## src/rtl/core/tomqm_pkg.sv

```systemverilog
`timescale 1ns / 1ps
// ----------------------------------------------------------------------------
// tomqm_pkg
// Shared sizes, codes and control structs of the time-ordered queue merge.
// ----------------------------------------------------------------------------
package tomqm_pkg;

  localparam int NUM_QUEUES = 4;
  localparam int FIFO_DEPTH = 8;   // power of two: ring index wraps by truncation
  localparam int TIME_BITS  = 48;
  localparam int DATA_BITS  = 32;

  localparam int QW        = $clog2(NUM_QUEUES);
  localparam int PW        = $clog2(FIFO_DEPTH);
  localparam int SLOTS     = NUM_QUEUES * FIFO_DEPTH;
  localparam int AW        = $clog2(SLOTS);
  localparam int WORD_BITS = TIME_BITS + DATA_BITS;

  typedef enum logic [1:0] {
    OP_PUSH   = 2'd0,
    OP_FINISH = 2'd1,
    OP_FLUSH  = 2'd2,
    OP_NOP    = 2'd3
  } op_t;

  localparam logic KIND_ITEM   = 1'b0;
  localparam logic KIND_STATUS = 1'b1;

  // Update request for the selected queue (push/pop/finish/retire) or all (flush)
  typedef struct packed {
    logic push;
    logic pop;
    logic finish;
    logic flush;
    logic retire;
  } qcmd_t;

  // Bookkeeping of the selected queue
  typedef struct packed {
    logic          live;
    logic          finished;
    logic [PW-1:0] head;
    logic [PW:0]   fill;
    logic          all_done;
  } qstat_t;

endpackage

```

## src/rtl/core/tomqm_if.sv

```systemverilog
`timescale 1ns / 1ps
// ----------------------------------------------------------------------------
// tomqm_in_if / tomqm_out_if
// Valid/ready channels carrying input words and result words.
// ----------------------------------------------------------------------------
interface tomqm_in_if;
  import tomqm_pkg::*;

  logic                 valid;
  logic                 ready;
  logic [1:0]           operation;
  logic [1:0]           queue_id;
  logic [TIME_BITS-1:0] timestamp;
  logic [DATA_BITS-1:0] payload;

  modport source (output valid, operation, queue_id, timestamp, payload, input ready);
  modport sink   (input valid, operation, queue_id, timestamp, payload, output ready);
endinterface

interface tomqm_out_if;
  import tomqm_pkg::*;

  logic                 valid;
  logic                 ready;
  logic                 kind;
  logic [1:0]           source_queue;
  logic [TIME_BITS-1:0] item_time;
  logic [DATA_BITS-1:0] item_data;
  logic                 order_error;
  logic                 input_dropped;
  logic                 blocked;
  logic [1:0]           blocker_queue;
  logic                 all_done;
  logic                 last;

  modport source (output valid, kind, source_queue, item_time, item_data, order_error,
                  input_dropped, blocked, blocker_queue, all_done, last, input ready);
  modport sink   (input valid, kind, source_queue, item_time, item_data, order_error,
                  input_dropped, blocked, blocker_queue, all_done, last, output ready);
endinterface

```

## src/rtl/core/tomqm_ram.sv

```systemverilog
`timescale 1ns / 1ps
// ----------------------------------------------------------------------------
// tomqm_ram
// Generic simple dual-port RAM, one write and one registered read port.
// ----------------------------------------------------------------------------
module tomqm_ram #(
  parameter int WIDTH = 8,
  parameter int DEPTH = 16
) (
  input  logic                     clk,
  input  logic                     we,
  input  logic [$clog2(DEPTH)-1:0] waddr,
  input  logic [WIDTH-1:0]         wdata,
  input  logic [$clog2(DEPTH)-1:0] raddr,
  output logic [WIDTH-1:0]         rdata
);

  logic [WIDTH-1:0] mem [DEPTH];

  always_ff @(posedge clk) begin
    if (we) begin
      mem[waddr] <= wdata;
    end
    rdata <= mem[raddr];
  end

endmodule

```

## src/rtl/core/tomqm_qstate.sv

```systemverilog
`timescale 1ns / 1ps
// ----------------------------------------------------------------------------
// tomqm_qstate
// Per-queue ring pointers, fill counts, finished/retired flags and queue mask.
// ----------------------------------------------------------------------------
module tomqm_qstate (
  input  logic                                clk,
  input  logic                                rst,
  input  logic                                cfg_we,
  input  logic [tomqm_pkg::NUM_QUEUES-1:0]    cfg_mask,
  input  logic [tomqm_pkg::QW-1:0]            sel_q,
  input  tomqm_pkg::qcmd_t                    cmd,
  output tomqm_pkg::qstat_t                   stat
);
  import tomqm_pkg::*;

  logic [NUM_QUEUES-1:0] mask;
  logic [NUM_QUEUES-1:0] finished;
  logic [NUM_QUEUES-1:0] retired;
  logic [PW-1:0]         head [NUM_QUEUES];
  logic [PW:0]           fill [NUM_QUEUES];
  logic [NUM_QUEUES-1:0] live;
  logic [NUM_QUEUES-1:0] changed;

  assign live    = mask & ~retired;
  assign changed = cfg_mask ^ mask;

  always_comb begin
    stat.live     = live[sel_q];
    stat.finished = finished[sel_q];
    stat.head     = head[sel_q];
    stat.fill     = fill[sel_q];
    stat.all_done = (live == '0);
  end

  always_ff @(posedge clk) begin
    if (rst) begin
      mask     <= '0;
      finished <= '0;
      retired  <= '0;
      for (int q = 0; q < NUM_QUEUES; q++) begin
        head[q] <= '0;
        fill[q] <= '0;
      end
    end else if (cfg_we) begin
      // a slot whose mask bit flips starts over
      mask <= cfg_mask;
      for (int q = 0; q < NUM_QUEUES; q++) begin
        if (changed[q]) begin
          head[q]     <= '0;
          fill[q]     <= '0;
          finished[q] <= 1'b0;
          retired[q]  <= 1'b0;
        end
      end
    end else begin
      if (cmd.push) begin
        fill[sel_q] <= fill[sel_q] + (PW+1)'(1);
      end
      if (cmd.pop) begin
        head[sel_q] <= head[sel_q] + PW'(1);
        fill[sel_q] <= fill[sel_q] - (PW+1)'(1);
      end
      if (cmd.finish && live[sel_q]) begin
        finished[sel_q] <= 1'b1;
      end
      if (cmd.flush) begin
        finished <= finished | live;
      end
      if (cmd.retire) begin
        retired[sel_q] <= 1'b1;
      end
    end
  end

endmodule

```

## src/rtl/core/timestamp_ordered_multi_queue_merge.sv

```systemverilog
`timescale 1ns / 1ps
// ----------------------------------------------------------------------------
// timestamp_ordered_multi_queue_merge
// K-way merge of per-sensor timestamped FIFOs into one time-ordered stream.
// ----------------------------------------------------------------------------
// Each input word pushes an item into one queue, finishes one queue or
// flushes all of them; the block then dispatches head items oldest first
// (lowest queue index wins a tie) until a registered, unretired queue that
// is empty and not finished blocks the merge, or nothing is left, and closes
// with one status word (last = 1). A finished queue found empty is retired.
// Item words sit in one 80-bit buffer RAM (time and data, NUM_QUEUES x
// FIFO_DEPTH ring entries); pointers, fill counts and flags sit in small
// registers. Each input word is taken and applied, then one scan pass
// runs per dispatched item plus one final pass. A pass visits queues in
// index order, skipping or stopping at a queue or reading its head, which
// the registered RAM read port returns for the compare in S_CMP; S_EMIT
// then emits the word and can stall on the output. The single RAM read
// port is the limit. The next input word is taken right after the status
// word is loaded, while that word may still wait at the output. The user
// must write the queue mask through cfg_we/cfg_wdata only while the block
// is idle; the block does not enforce it. Changed slots reopen empty.
// ----------------------------------------------------------------------------
module timestamp_ordered_multi_queue_merge (
  input  logic        clk,
  input  logic        rst,
  input  logic        cfg_we,
  input  logic [3:0]  cfg_wdata,
  tomqm_in_if.sink    item_in,
  tomqm_out_if.source item_out
);
  import tomqm_pkg::*;

  typedef enum logic [4:0] {
    S_IDLE  = 5'b00001,   // waiting for an input word
    S_APPLY = 5'b00010,   // push / finish / flush
    S_RD    = 5'b00100,   // look at queue scan_q, read its head
    S_CMP   = 5'b01000,   // compare head time against best so far
    S_EMIT  = 5'b10000    // send a dispatched item or the status word
  } state_t;

  state_t state;

  // latched input word
  op_t                  op;
  logic [1:0]           qid;
  logic [TIME_BITS-1:0] ts;
  logic [DATA_BITS-1:0] pl;

  // scan state
  logic [QW-1:0]        scan_q;
  logic                 found;
  logic                 blocked;
  logic                 dropped;
  logic [QW-1:0]        best;
  logic [TIME_BITS-1:0] best_time;
  logic [DATA_BITS-1:0] best_data;
  logic [TIME_BITS-1:0] last_time;
  logic [QW-1:0]        blocker;

  // output register
  logic                 out_valid;
  logic                 o_kind;
  logic [1:0]           o_src;
  logic [TIME_BITS-1:0] o_time;
  logic [DATA_BITS-1:0] o_data;
  logic                 o_oerr;
  logic                 o_drop;
  logic                 o_blk;
  logic [1:0]           o_bq;
  logic                 o_done;
  logic                 o_last;

  // queue bookkeeping
  logic [QW-1:0] sel_q;
  qcmd_t         cmd;
  qstat_t        stat;

  // buffer RAM
  logic                 ram_we;
  logic [AW-1:0]        ram_waddr;
  logic [WORD_BITS-1:0] ram_wdata;
  logic [AW-1:0]        ram_raddr;
  logic [WORD_BITS-1:0] ram_rdata;
  logic [TIME_BITS-1:0] rd_time;
  logic [DATA_BITS-1:0] rd_data;

  logic qid_ok;
  logic push_ok;
  logic rd_empty;
  logic last_q;
  logic out_free;
  logic out_load;
  logic emit_item;

  tomqm_qstate u_qstate (
    .clk      (clk),
    .rst      (rst),
    .cfg_we   (cfg_we),
    .cfg_mask (cfg_wdata[NUM_QUEUES-1:0]),
    .sel_q    (sel_q),
    .cmd      (cmd),
    .stat     (stat)
  );

  tomqm_ram #(
    .WIDTH (WORD_BITS),
    .DEPTH (SLOTS)
  ) u_buf (
    .clk   (clk),
    .we    (ram_we),
    .waddr (ram_waddr),
    .wdata (ram_wdata),
    .raddr (ram_raddr),
    .rdata (ram_rdata)
  );

  // One queue is looked at per cycle: the input's queue while applying,
  // the winner while emitting, the scanned queue otherwise.
  always_comb begin
    case (state)
      S_APPLY: sel_q = QW'(qid);
      S_EMIT:  sel_q = best;
      default: sel_q = scan_q;
    endcase
  end

  assign qid_ok    = (int'(qid) < NUM_QUEUES);
  assign push_ok   = qid_ok && stat.live && !stat.finished &&
                     (stat.fill < (PW+1)'(FIFO_DEPTH));
  assign rd_empty  = (stat.fill == '0);
  assign last_q    = (scan_q == QW'(NUM_QUEUES - 1));
  assign out_free  = !out_valid || item_out.ready;
  assign out_load  = (state == S_EMIT) && out_free;
  assign emit_item = found && !blocked;

  // Push writes at the ring tail; RAM writes only happen in S_APPLY and
  // reads only during the scan, so the two never touch one entry at once.
  assign ram_we    = (state == S_APPLY) && (op == OP_PUSH) && push_ok;
  assign ram_waddr = {QW'(qid), PW'(stat.head + stat.fill[PW-1:0])};
  assign ram_wdata = {ts, pl};
  assign ram_raddr = {scan_q, stat.head};
  assign rd_time   = ram_rdata[WORD_BITS-1:DATA_BITS];
  assign rd_data   = ram_rdata[DATA_BITS-1:0];

  always_comb begin
    cmd        = '0;
    cmd.push   = ram_we;
    cmd.finish = (state == S_APPLY) && (op == OP_FINISH) && qid_ok;
    cmd.flush  = (state == S_APPLY) && (op == OP_FLUSH);
    cmd.retire = (state == S_RD) && stat.live && rd_empty && stat.finished;
    cmd.pop    = (state == S_EMIT) && out_free && emit_item;
  end

  assign item_in.ready = (state == S_IDLE);

  always_ff @(posedge clk) begin
    if (rst) begin
      state     <= S_IDLE;
      out_valid <= 1'b0;
      last_time <= '0;
      blocker   <= '0;
      found     <= 1'b0;
      blocked   <= 1'b0;
      dropped   <= 1'b0;
      scan_q    <= '0;
    end else begin
      // a new word loads as the old one leaves
      if (out_load) begin
        out_valid <= 1'b1;
      end else if (item_out.ready) begin
        out_valid <= 1'b0;
      end
      case (state)
        S_IDLE: begin
          if (item_in.valid) begin
            op    <= op_t'(item_in.operation);
            qid   <= item_in.queue_id;
            ts    <= item_in.timestamp;
            pl    <= item_in.payload;
            state <= S_APPLY;
          end
        end
        S_APPLY: begin
          dropped <= (op == OP_PUSH) && !push_ok;
          blocked <= 1'b0;
          found   <= 1'b0;
          scan_q  <= '0;
          state   <= S_RD;
        end
        S_RD: begin
          if (stat.live && rd_empty && !stat.finished) begin
            // unfinished empty queue: merge must wait for it
            blocker <= scan_q;
            blocked <= 1'b1;
            state   <= S_EMIT;
          end else if (stat.live && !rd_empty) begin
            state <= S_CMP;
          end else if (last_q) begin
            state <= S_EMIT;
          end else begin
            scan_q <= scan_q + QW'(1);
          end
        end
        S_CMP: begin
          // strict compare keeps the lower index on equal times
          if (!found || (rd_time < best_time)) begin
            found     <= 1'b1;
            best      <= scan_q;
            best_time <= rd_time;
            best_data <= rd_data;
          end
          if (last_q) begin
            state <= S_EMIT;
          end else begin
            scan_q <= scan_q + QW'(1);
            state  <= S_RD;
          end
        end
        S_EMIT: begin
          if (out_free) begin
            if (emit_item) begin
              o_kind    <= KIND_ITEM;
              o_src     <= 2'(best);
              o_time    <= best_time;
              o_data    <= best_data;
              o_oerr    <= (best_time < last_time);
              o_drop    <= 1'b0;
              o_blk     <= 1'b0;
              o_bq      <= '0;
              o_done    <= 1'b0;
              o_last    <= 1'b0;
              last_time <= best_time;
              found     <= 1'b0;
              scan_q    <= '0;
              state     <= S_RD;
            end else begin
              o_kind <= KIND_STATUS;
              o_src  <= '0;
              o_time <= '0;
              o_data <= '0;
              o_oerr <= 1'b0;
              o_drop <= dropped;
              o_blk  <= blocked;
              o_bq   <= 2'(blocker);
              o_done <= stat.all_done;
              o_last <= 1'b1;
              state  <= S_IDLE;
            end
          end
        end
        default: begin
          state <= S_IDLE;
        end
      endcase
    end
  end

  assign item_out.valid         = out_valid;
  assign item_out.kind          = o_kind;
  assign item_out.source_queue  = o_src;
  assign item_out.item_time     = o_time;
  assign item_out.item_data     = o_data;
  assign item_out.order_error   = o_oerr;
  assign item_out.input_dropped = o_drop;
  assign item_out.blocked       = o_blk;
  assign item_out.blocker_queue = o_bq;
  assign item_out.all_done      = o_done;
  assign item_out.last          = o_last;

endmodule

```

## src/flat_wrapper.sv

```systemverilog
// flat-port wrapper written by rule: the top's interface ports become plain ports
module timestamp_ordered_multi_queue_merge_flat import tomqm_pkg::*;
  (clk, rst, cfg_we, cfg_wdata, item_in_valid, item_in_operation, item_in_queue_id, item_in_timestamp, item_in_payload, item_in_ready, item_out_valid, item_out_kind, item_out_source_queue, item_out_item_time, item_out_item_data, item_out_order_error, item_out_input_dropped, item_out_blocked, item_out_blocker_queue, item_out_all_done, item_out_last, item_out_ready);
  tomqm_in_if item_in_i ();
  tomqm_out_if item_out_i ();
  input  logic clk;
  input  logic rst;
  input  logic cfg_we;
  input  logic [3:0] cfg_wdata;
  input wire logic [$bits(item_in_i.valid)-1:0] item_in_valid;
  input wire logic [$bits(item_in_i.operation)-1:0] item_in_operation;
  input wire logic [$bits(item_in_i.queue_id)-1:0] item_in_queue_id;
  input wire logic [$bits(item_in_i.timestamp)-1:0] item_in_timestamp;
  input wire logic [$bits(item_in_i.payload)-1:0] item_in_payload;
  output wire logic [$bits(item_in_i.ready)-1:0] item_in_ready;
  output wire logic [$bits(item_out_i.valid)-1:0] item_out_valid;
  output wire logic [$bits(item_out_i.kind)-1:0] item_out_kind;
  output wire logic [$bits(item_out_i.source_queue)-1:0] item_out_source_queue;
  output wire logic [$bits(item_out_i.item_time)-1:0] item_out_item_time;
  output wire logic [$bits(item_out_i.item_data)-1:0] item_out_item_data;
  output wire logic [$bits(item_out_i.order_error)-1:0] item_out_order_error;
  output wire logic [$bits(item_out_i.input_dropped)-1:0] item_out_input_dropped;
  output wire logic [$bits(item_out_i.blocked)-1:0] item_out_blocked;
  output wire logic [$bits(item_out_i.blocker_queue)-1:0] item_out_blocker_queue;
  output wire logic [$bits(item_out_i.all_done)-1:0] item_out_all_done;
  output wire logic [$bits(item_out_i.last)-1:0] item_out_last;
  input wire logic [$bits(item_out_i.ready)-1:0] item_out_ready;
  assign item_in_i.valid = item_in_valid;
  assign item_in_i.operation = item_in_operation;
  assign item_in_i.queue_id = item_in_queue_id;
  assign item_in_i.timestamp = item_in_timestamp;
  assign item_in_i.payload = item_in_payload;
  assign item_in_ready = item_in_i.ready;
  assign item_out_valid = item_out_i.valid;
  assign item_out_kind = item_out_i.kind;
  assign item_out_source_queue = item_out_i.source_queue;
  assign item_out_item_time = item_out_i.item_time;
  assign item_out_item_data = item_out_i.item_data;
  assign item_out_order_error = item_out_i.order_error;
  assign item_out_input_dropped = item_out_i.input_dropped;
  assign item_out_blocked = item_out_i.blocked;
  assign item_out_blocker_queue = item_out_i.blocker_queue;
  assign item_out_all_done = item_out_i.all_done;
  assign item_out_last = item_out_i.last;
  assign item_out_i.ready = item_out_ready;
  timestamp_ordered_multi_queue_merge u_core (.clk(clk), .rst(rst), .cfg_we(cfg_we), .cfg_wdata(cfg_wdata), .item_in(item_in_i), .item_out(item_out_i));
endmodule
```

## config.mk

```make
export PLATFORM = sky130hd
export DESIGN_NAME = timestamp_ordered_multi_queue_merge_flat
export DESIGN_NICKNAME = d
export VERILOG_FILES = /design/src/rtl/core/tomqm_pkg.sv /design/src/rtl/core/tomqm_if.sv /design/src/rtl/core/tomqm_ram.sv /design/src/rtl/core/tomqm_qstate.sv /design/src/rtl/core/timestamp_ordered_multi_queue_merge.sv /design/src/flat_wrapper.sv
export SDC_FILE = /design/constraint.sdc
export NUM_CORES = 2
export LEC_CHECK = 0
export BUFFER_PORTS_ARGS = -buffer_cell sky130_fd_sc_hd__buf_2
export CAP_MARGIN = 20
export CELL_PAD_IN_SITES_DETAIL_PLACEMENT = 1
export CELL_PAD_IN_SITES_GLOBAL_PLACEMENT = 1
export CORE_MARGIN = 2
export CORE_UTILIZATION = 54
export CTS_CLUSTER_SIZE = 24
export DETAILED_ROUTE_END_ITERATION = 7
export GPL_TIMING_DRIVEN = 0
export PLACE_DENSITY = 0.83
export SYNTH_ARGS = -nofsm -noshare
export SYNTH_HDL_FRONTEND = slang
export SYNTH_SLANG_ARGS = --single-unit
```

## constraint.sdc

```tcl
create_clock -name clk -period 23.5 [get_ports clk]
set_input_delay 4.7 -clock clk [delete_from_list [all_inputs] [get_ports clk]]
set_output_delay 4.7 -clock clk [all_outputs]
set_load 0.05 [all_outputs]
```

==> summary.txt <==
Pwr
  – Logic pwr share: 0.058
  – Leak: 44.9 nW
  – Sw Pwr: 2.82 mW
  – Clock Power Share: 0.437
  – PD cells: 88.3 nW/um2
  – Pint: 8.95 mW
  – Switch share: 0.239
  – Power Total: 11.8 mW
  – Reg power frac: 0.505
  – Maximum vdd drop: 0.0000846 V

Cells and area
  – Fill count: 17700
  – Multi-input gate area: 24200 um2
  – Area growth, synth to finish: 16.4%
  – Area occupied by registers: 88400 um2
  – Share of cells above drive strength 1: 0.190
  – Fin util: 0.634
  – Fin cells: 10200
  – Nets@finish: 7306

Synthesis
  – Cells after synthesis: 6401
  – Asr flop ratio synth: 0
  – Most common cell in the synthesized netlist: edfxtp_1
  – Post-synth top area cell: edfxtp_1
  – Syn avg cell area: 17.9 um2
  – Register area share after synthesis: 0.773
  – Synth top area share: 0.746
  – Number of flops mapped to enable cells by yosys: 2843
  – Ys Warns: 0
  – Synth Cell Area: 114000 um2
  – Post-Synthesis Net Count: 6595
  – Post-synth top flop: edfxtp_1
  – Synth top area cells: edfxtp_1, mux4_2, mux2i_1
  – Number of synthesized register bits: 2996
  – Yosys cell types: 74
  – Most frequent cells after synthesis: edfxtp_1, nand2_1, mux2i_1, mux4_2, nor2_1

Placement
  – Cells after DPL: 9575
  – GP Congestion: 0.865
  – Detail Placement HPWL: 261 mm
  – Port Buf Inserts: 183

STA
  – Highest Clock Rate: 124 MHz
  – Fin. Hold Viols: 0
  – Max-slew violations: 11
  – Worst Skew: 0.0847 ns
  – Rel. slew slack: -0.0350
  – Crit share post-route: 0.344
  – Final setup fails: 0
  – Slew @ Worst Pin: 1.55 ns
  – Unrepaired setup endpoints after global routing: false
  – Final min period: 8.08 ns
  – Hold slack: 0.402 ns
  – TNS Setup: 0 ns

Setup path
  – Flop-to-flop setup slack: 15.42 ns
  – Worst reg2reg path endpoint: u_core.u_buf.mem[18][41]$_DFFE_PP_
  – Cells along the critical path: nor3_2 > nand4b_1 > nand3_1 > o211ai_2 > nand2_4 > buf_6 > clkinv_2 > buf_2 > buf_2 > buf_2 > ha_1 > inv_1 > fa_1 > nor3_1 > nand2_1 > nor2_4 > buf_12 > buf_12 > buf_12
  – Startpoint Class: flip-flop
  – CP Class: flip-flop to flip-flop
  – Worst Path Required: 24.15 ns
  – Slowest cell on the critical path: nor2_4
  – Crit path max-delay family: simple AND/OR/NAND/NOR gates
  – Critical path buffers and inverters: 9
  – Crit-path max FO: 20
  – R2R depth: 19
  – RR Startpoint: u_core.state[2]$_SDFFE_PP0P_
  – Peak per-stage delay on the critical path: 1.05 ns
  – CP endpoint kind: flip-flop
  – Critical Path AT: 8.73 ns

Global routing
  – Vias in the first global route: 76000
  – Largest net degree at the start of global routing: 33
  – Grt ovf: 0
  – Initial antenna violation count: 45
  – GR Util All Layers: 0.387
  – First-pass GRT wire length: 581 mm

CTS
  – Num CTS Buffers: 312
  – Postcts setup bufs: 0
  – Post-CTS Hold Buffers: 0
  – Clock Path Buffers: 4
  – CTS tree: yes
  – Clk Tree Root Cell: clkbuf_16
  – # clock sinks: 2996
  – H-tree levels: 5
  – Post_cts resized: 0
  – Clock latency on the worst-skew pair: 1.02 ns
  – Clock transition at path regs: 0.07 ns

Status
  – Status: complete, but fails checks
  – Failing checks: design-rule violations, max-capacitance violations, max-slew violations

Die
  – Core area: 210000 um2
  – Boundary Pins: 185
  – Die height: 464 um
  – Die width: 464 um
  – FP Rows: 168
  – Starting density of the core: 0.545
  – Die area: 216000 um2

Job
  – Maxcap violations: 1

Worst hold path
  – Hold Path Cell Cnt: 0
  – Worst Hold Endpoint: u_core.best_data[11]$_DFFE_PP_
  – Hold Startpoint: u_core.u_buf.rdata[11]$_DFF_P_
  – Tightest Hold Check Type: flip-flop to flip-flop

Drt
  – DR WL/cell: 43.2 um
  – Drt total wl: 439 mm
  – DRC Markers: 1
  – Vias: 74800
  – DR iter-0 viols: 13700
  – Router iterations before antenna repair: 8
  – Final ANT Viol Nets: 0
  – Number of vias per cell: 7.35
-- layout by cell type, fill, tap and decap left out, types with 17 or more instances in the layout --
cell type  instances
buf_16            37
clkbuf_16        318
nand4_1           45
a211oi_1         150
edfxtp_1        2843
nor2_1           165
ha_1              99
nand2_1          640
inv_1            113
o2111ai_1         31
o211ai_1          31
nand3_1          172
a211o_1           23
diode_2           23
clkbuf_8          20
a22o_1            84
a21oi_1          112
mux4_2           291
o21ai_0           38
nor2_4            34
and3_1            93
clkinv_2          56
a21o_1            47
a32oi_1          168
buf_6             30
clkinv_1          41
clkbuf_1         217
and2_1            39
dfxtp_1          153
buf_12           120
nor3b_1           24
nor2b_1           17
nand2b_1          37
buf_2            353
a221oi_1          48
a31oi_1           58
a22oi_1           58
buf_4             32
bufinv_16         30
mux2i_1          308
-- registers in the layout, indices dropped and copies added (netlist names), 4 cells and up --
register / count
u_core.state: 5
u_core.pl: 32
u_core.ts: 48
u_core.best_data: 32
u_core.u_qstate.retired: 4
u_core.item_out.item_time: 48
u_core.u_qstate.fill: 16
u_core.last_time: 48
u_core.best_time: 48
u_core.u_buf.rdata: 80
u_core.u_buf.mem: 2560
u_core.u_qstate.finished: 4
u_core.u_qstate.head: 12
u_core.item_out.item_data: 32
u_core.u_qstate.mask: 4
-- worst register-to-register path, delay by kind of cell (launching register included) --
kind / cells / cell delay [ns]
AO/OA/AOI/OAI: 1 / 0.26
adder cells (fa/ha/maj): 2 / 0.73
buffers and inverters: 9 / 2.47
flip-flops: 1 / 0.40
AND/OR/NAND/NOR: 7 / 3.88
-- per-stage QoR --
step | cell area [um2] | worst slack, ns
CTS | 132000 | 15.93
global route | 133000 | 15.53
floorplan | 114000 | 4.70
detailed placement | 122000 | 15.34
global placement | 119000 | -10.23
finish | 133000 | 15.42
-- worst max path at each step --
| stage | start | endpoint | slack (ns) | depth (start not counted) |
|---|---|---|---|---|
| CTS | u_core.state[0]$_SDFFE_PP1P_ | u_core.u_buf.mem[18][41]$_DFFE_PP_ | 15.93 | 20 |
| floorplan | rst | u_core.best[0]$_DFFE_PP_ | 4.70 | 3 |
| detailed placement | rst | u_core.best_data[11]$_DFFE_PP_ | 15.34 | 11 |
| global placement | rst | u_core.best_data[30]$_DFFE_PP_ | -10.23 | 3 |
| global route | u_core.state[2]$_SDFFE_PP0P_ | u_core.u_buf.mem[18][41]$_DFFE_PP_ | 15.53 | 19 |
| finish | u_core.state[2]$_SDFFE_PP0P_ | u_core.u_buf.mem[18][41]$_DFFE_PP_ | 15.42 | 19 |
-- kinds of logic after synthesis --
kind of cell,count (synthesis),share of synthesized area
and+or+nand+nor,1325,0.0528
muxes,607,0.0851
AOI/OAI and AO/OA,885,0.0584
xor gates and xnor gates,14,0.00107
DFF,2996,0.773
buffers and inverters,473,0.0183
adders and majority gates,101,0.0112
-- power by group through the flow --
stage	Sequential (mW)	Combinational (mW)	Clock, mW
detailed placement	6.06	0.592	0
global placement	6.05	0.552	0
finish	5.94	0.682	5.14
floorplan	6.01	0.337	0
global route	5.94	0.684	5.25
CTS	5.95	0.618	5.02
-- final cells by class --
type                            instances  share of cell area
Tap cell                             2805              0.0264
Clock buffer                          400              0.0636
Antenna cell                           23            0.000432
Clock inverter                        149              0.0116
Buffer                                357              0.0125
Multi-Input combinational cell       2932               0.181
Timing Repair Buffer                  397              0.0369
Sequential cell                      2996               0.664
Inverter                              116             0.00328
-- routing by layer --
layer,vias up,part of all wire,routed length [um],track usage
met4,52,0.095,41600,0.303
met3,2465,0.14,62000,0.113
met1,37000,0.31,136000,0.460
met5,-,0.00085,372,0
li1,27000,-,-,-
met2,8281,0.45,200000,0.595
Power figures use the tool's default switching activity.
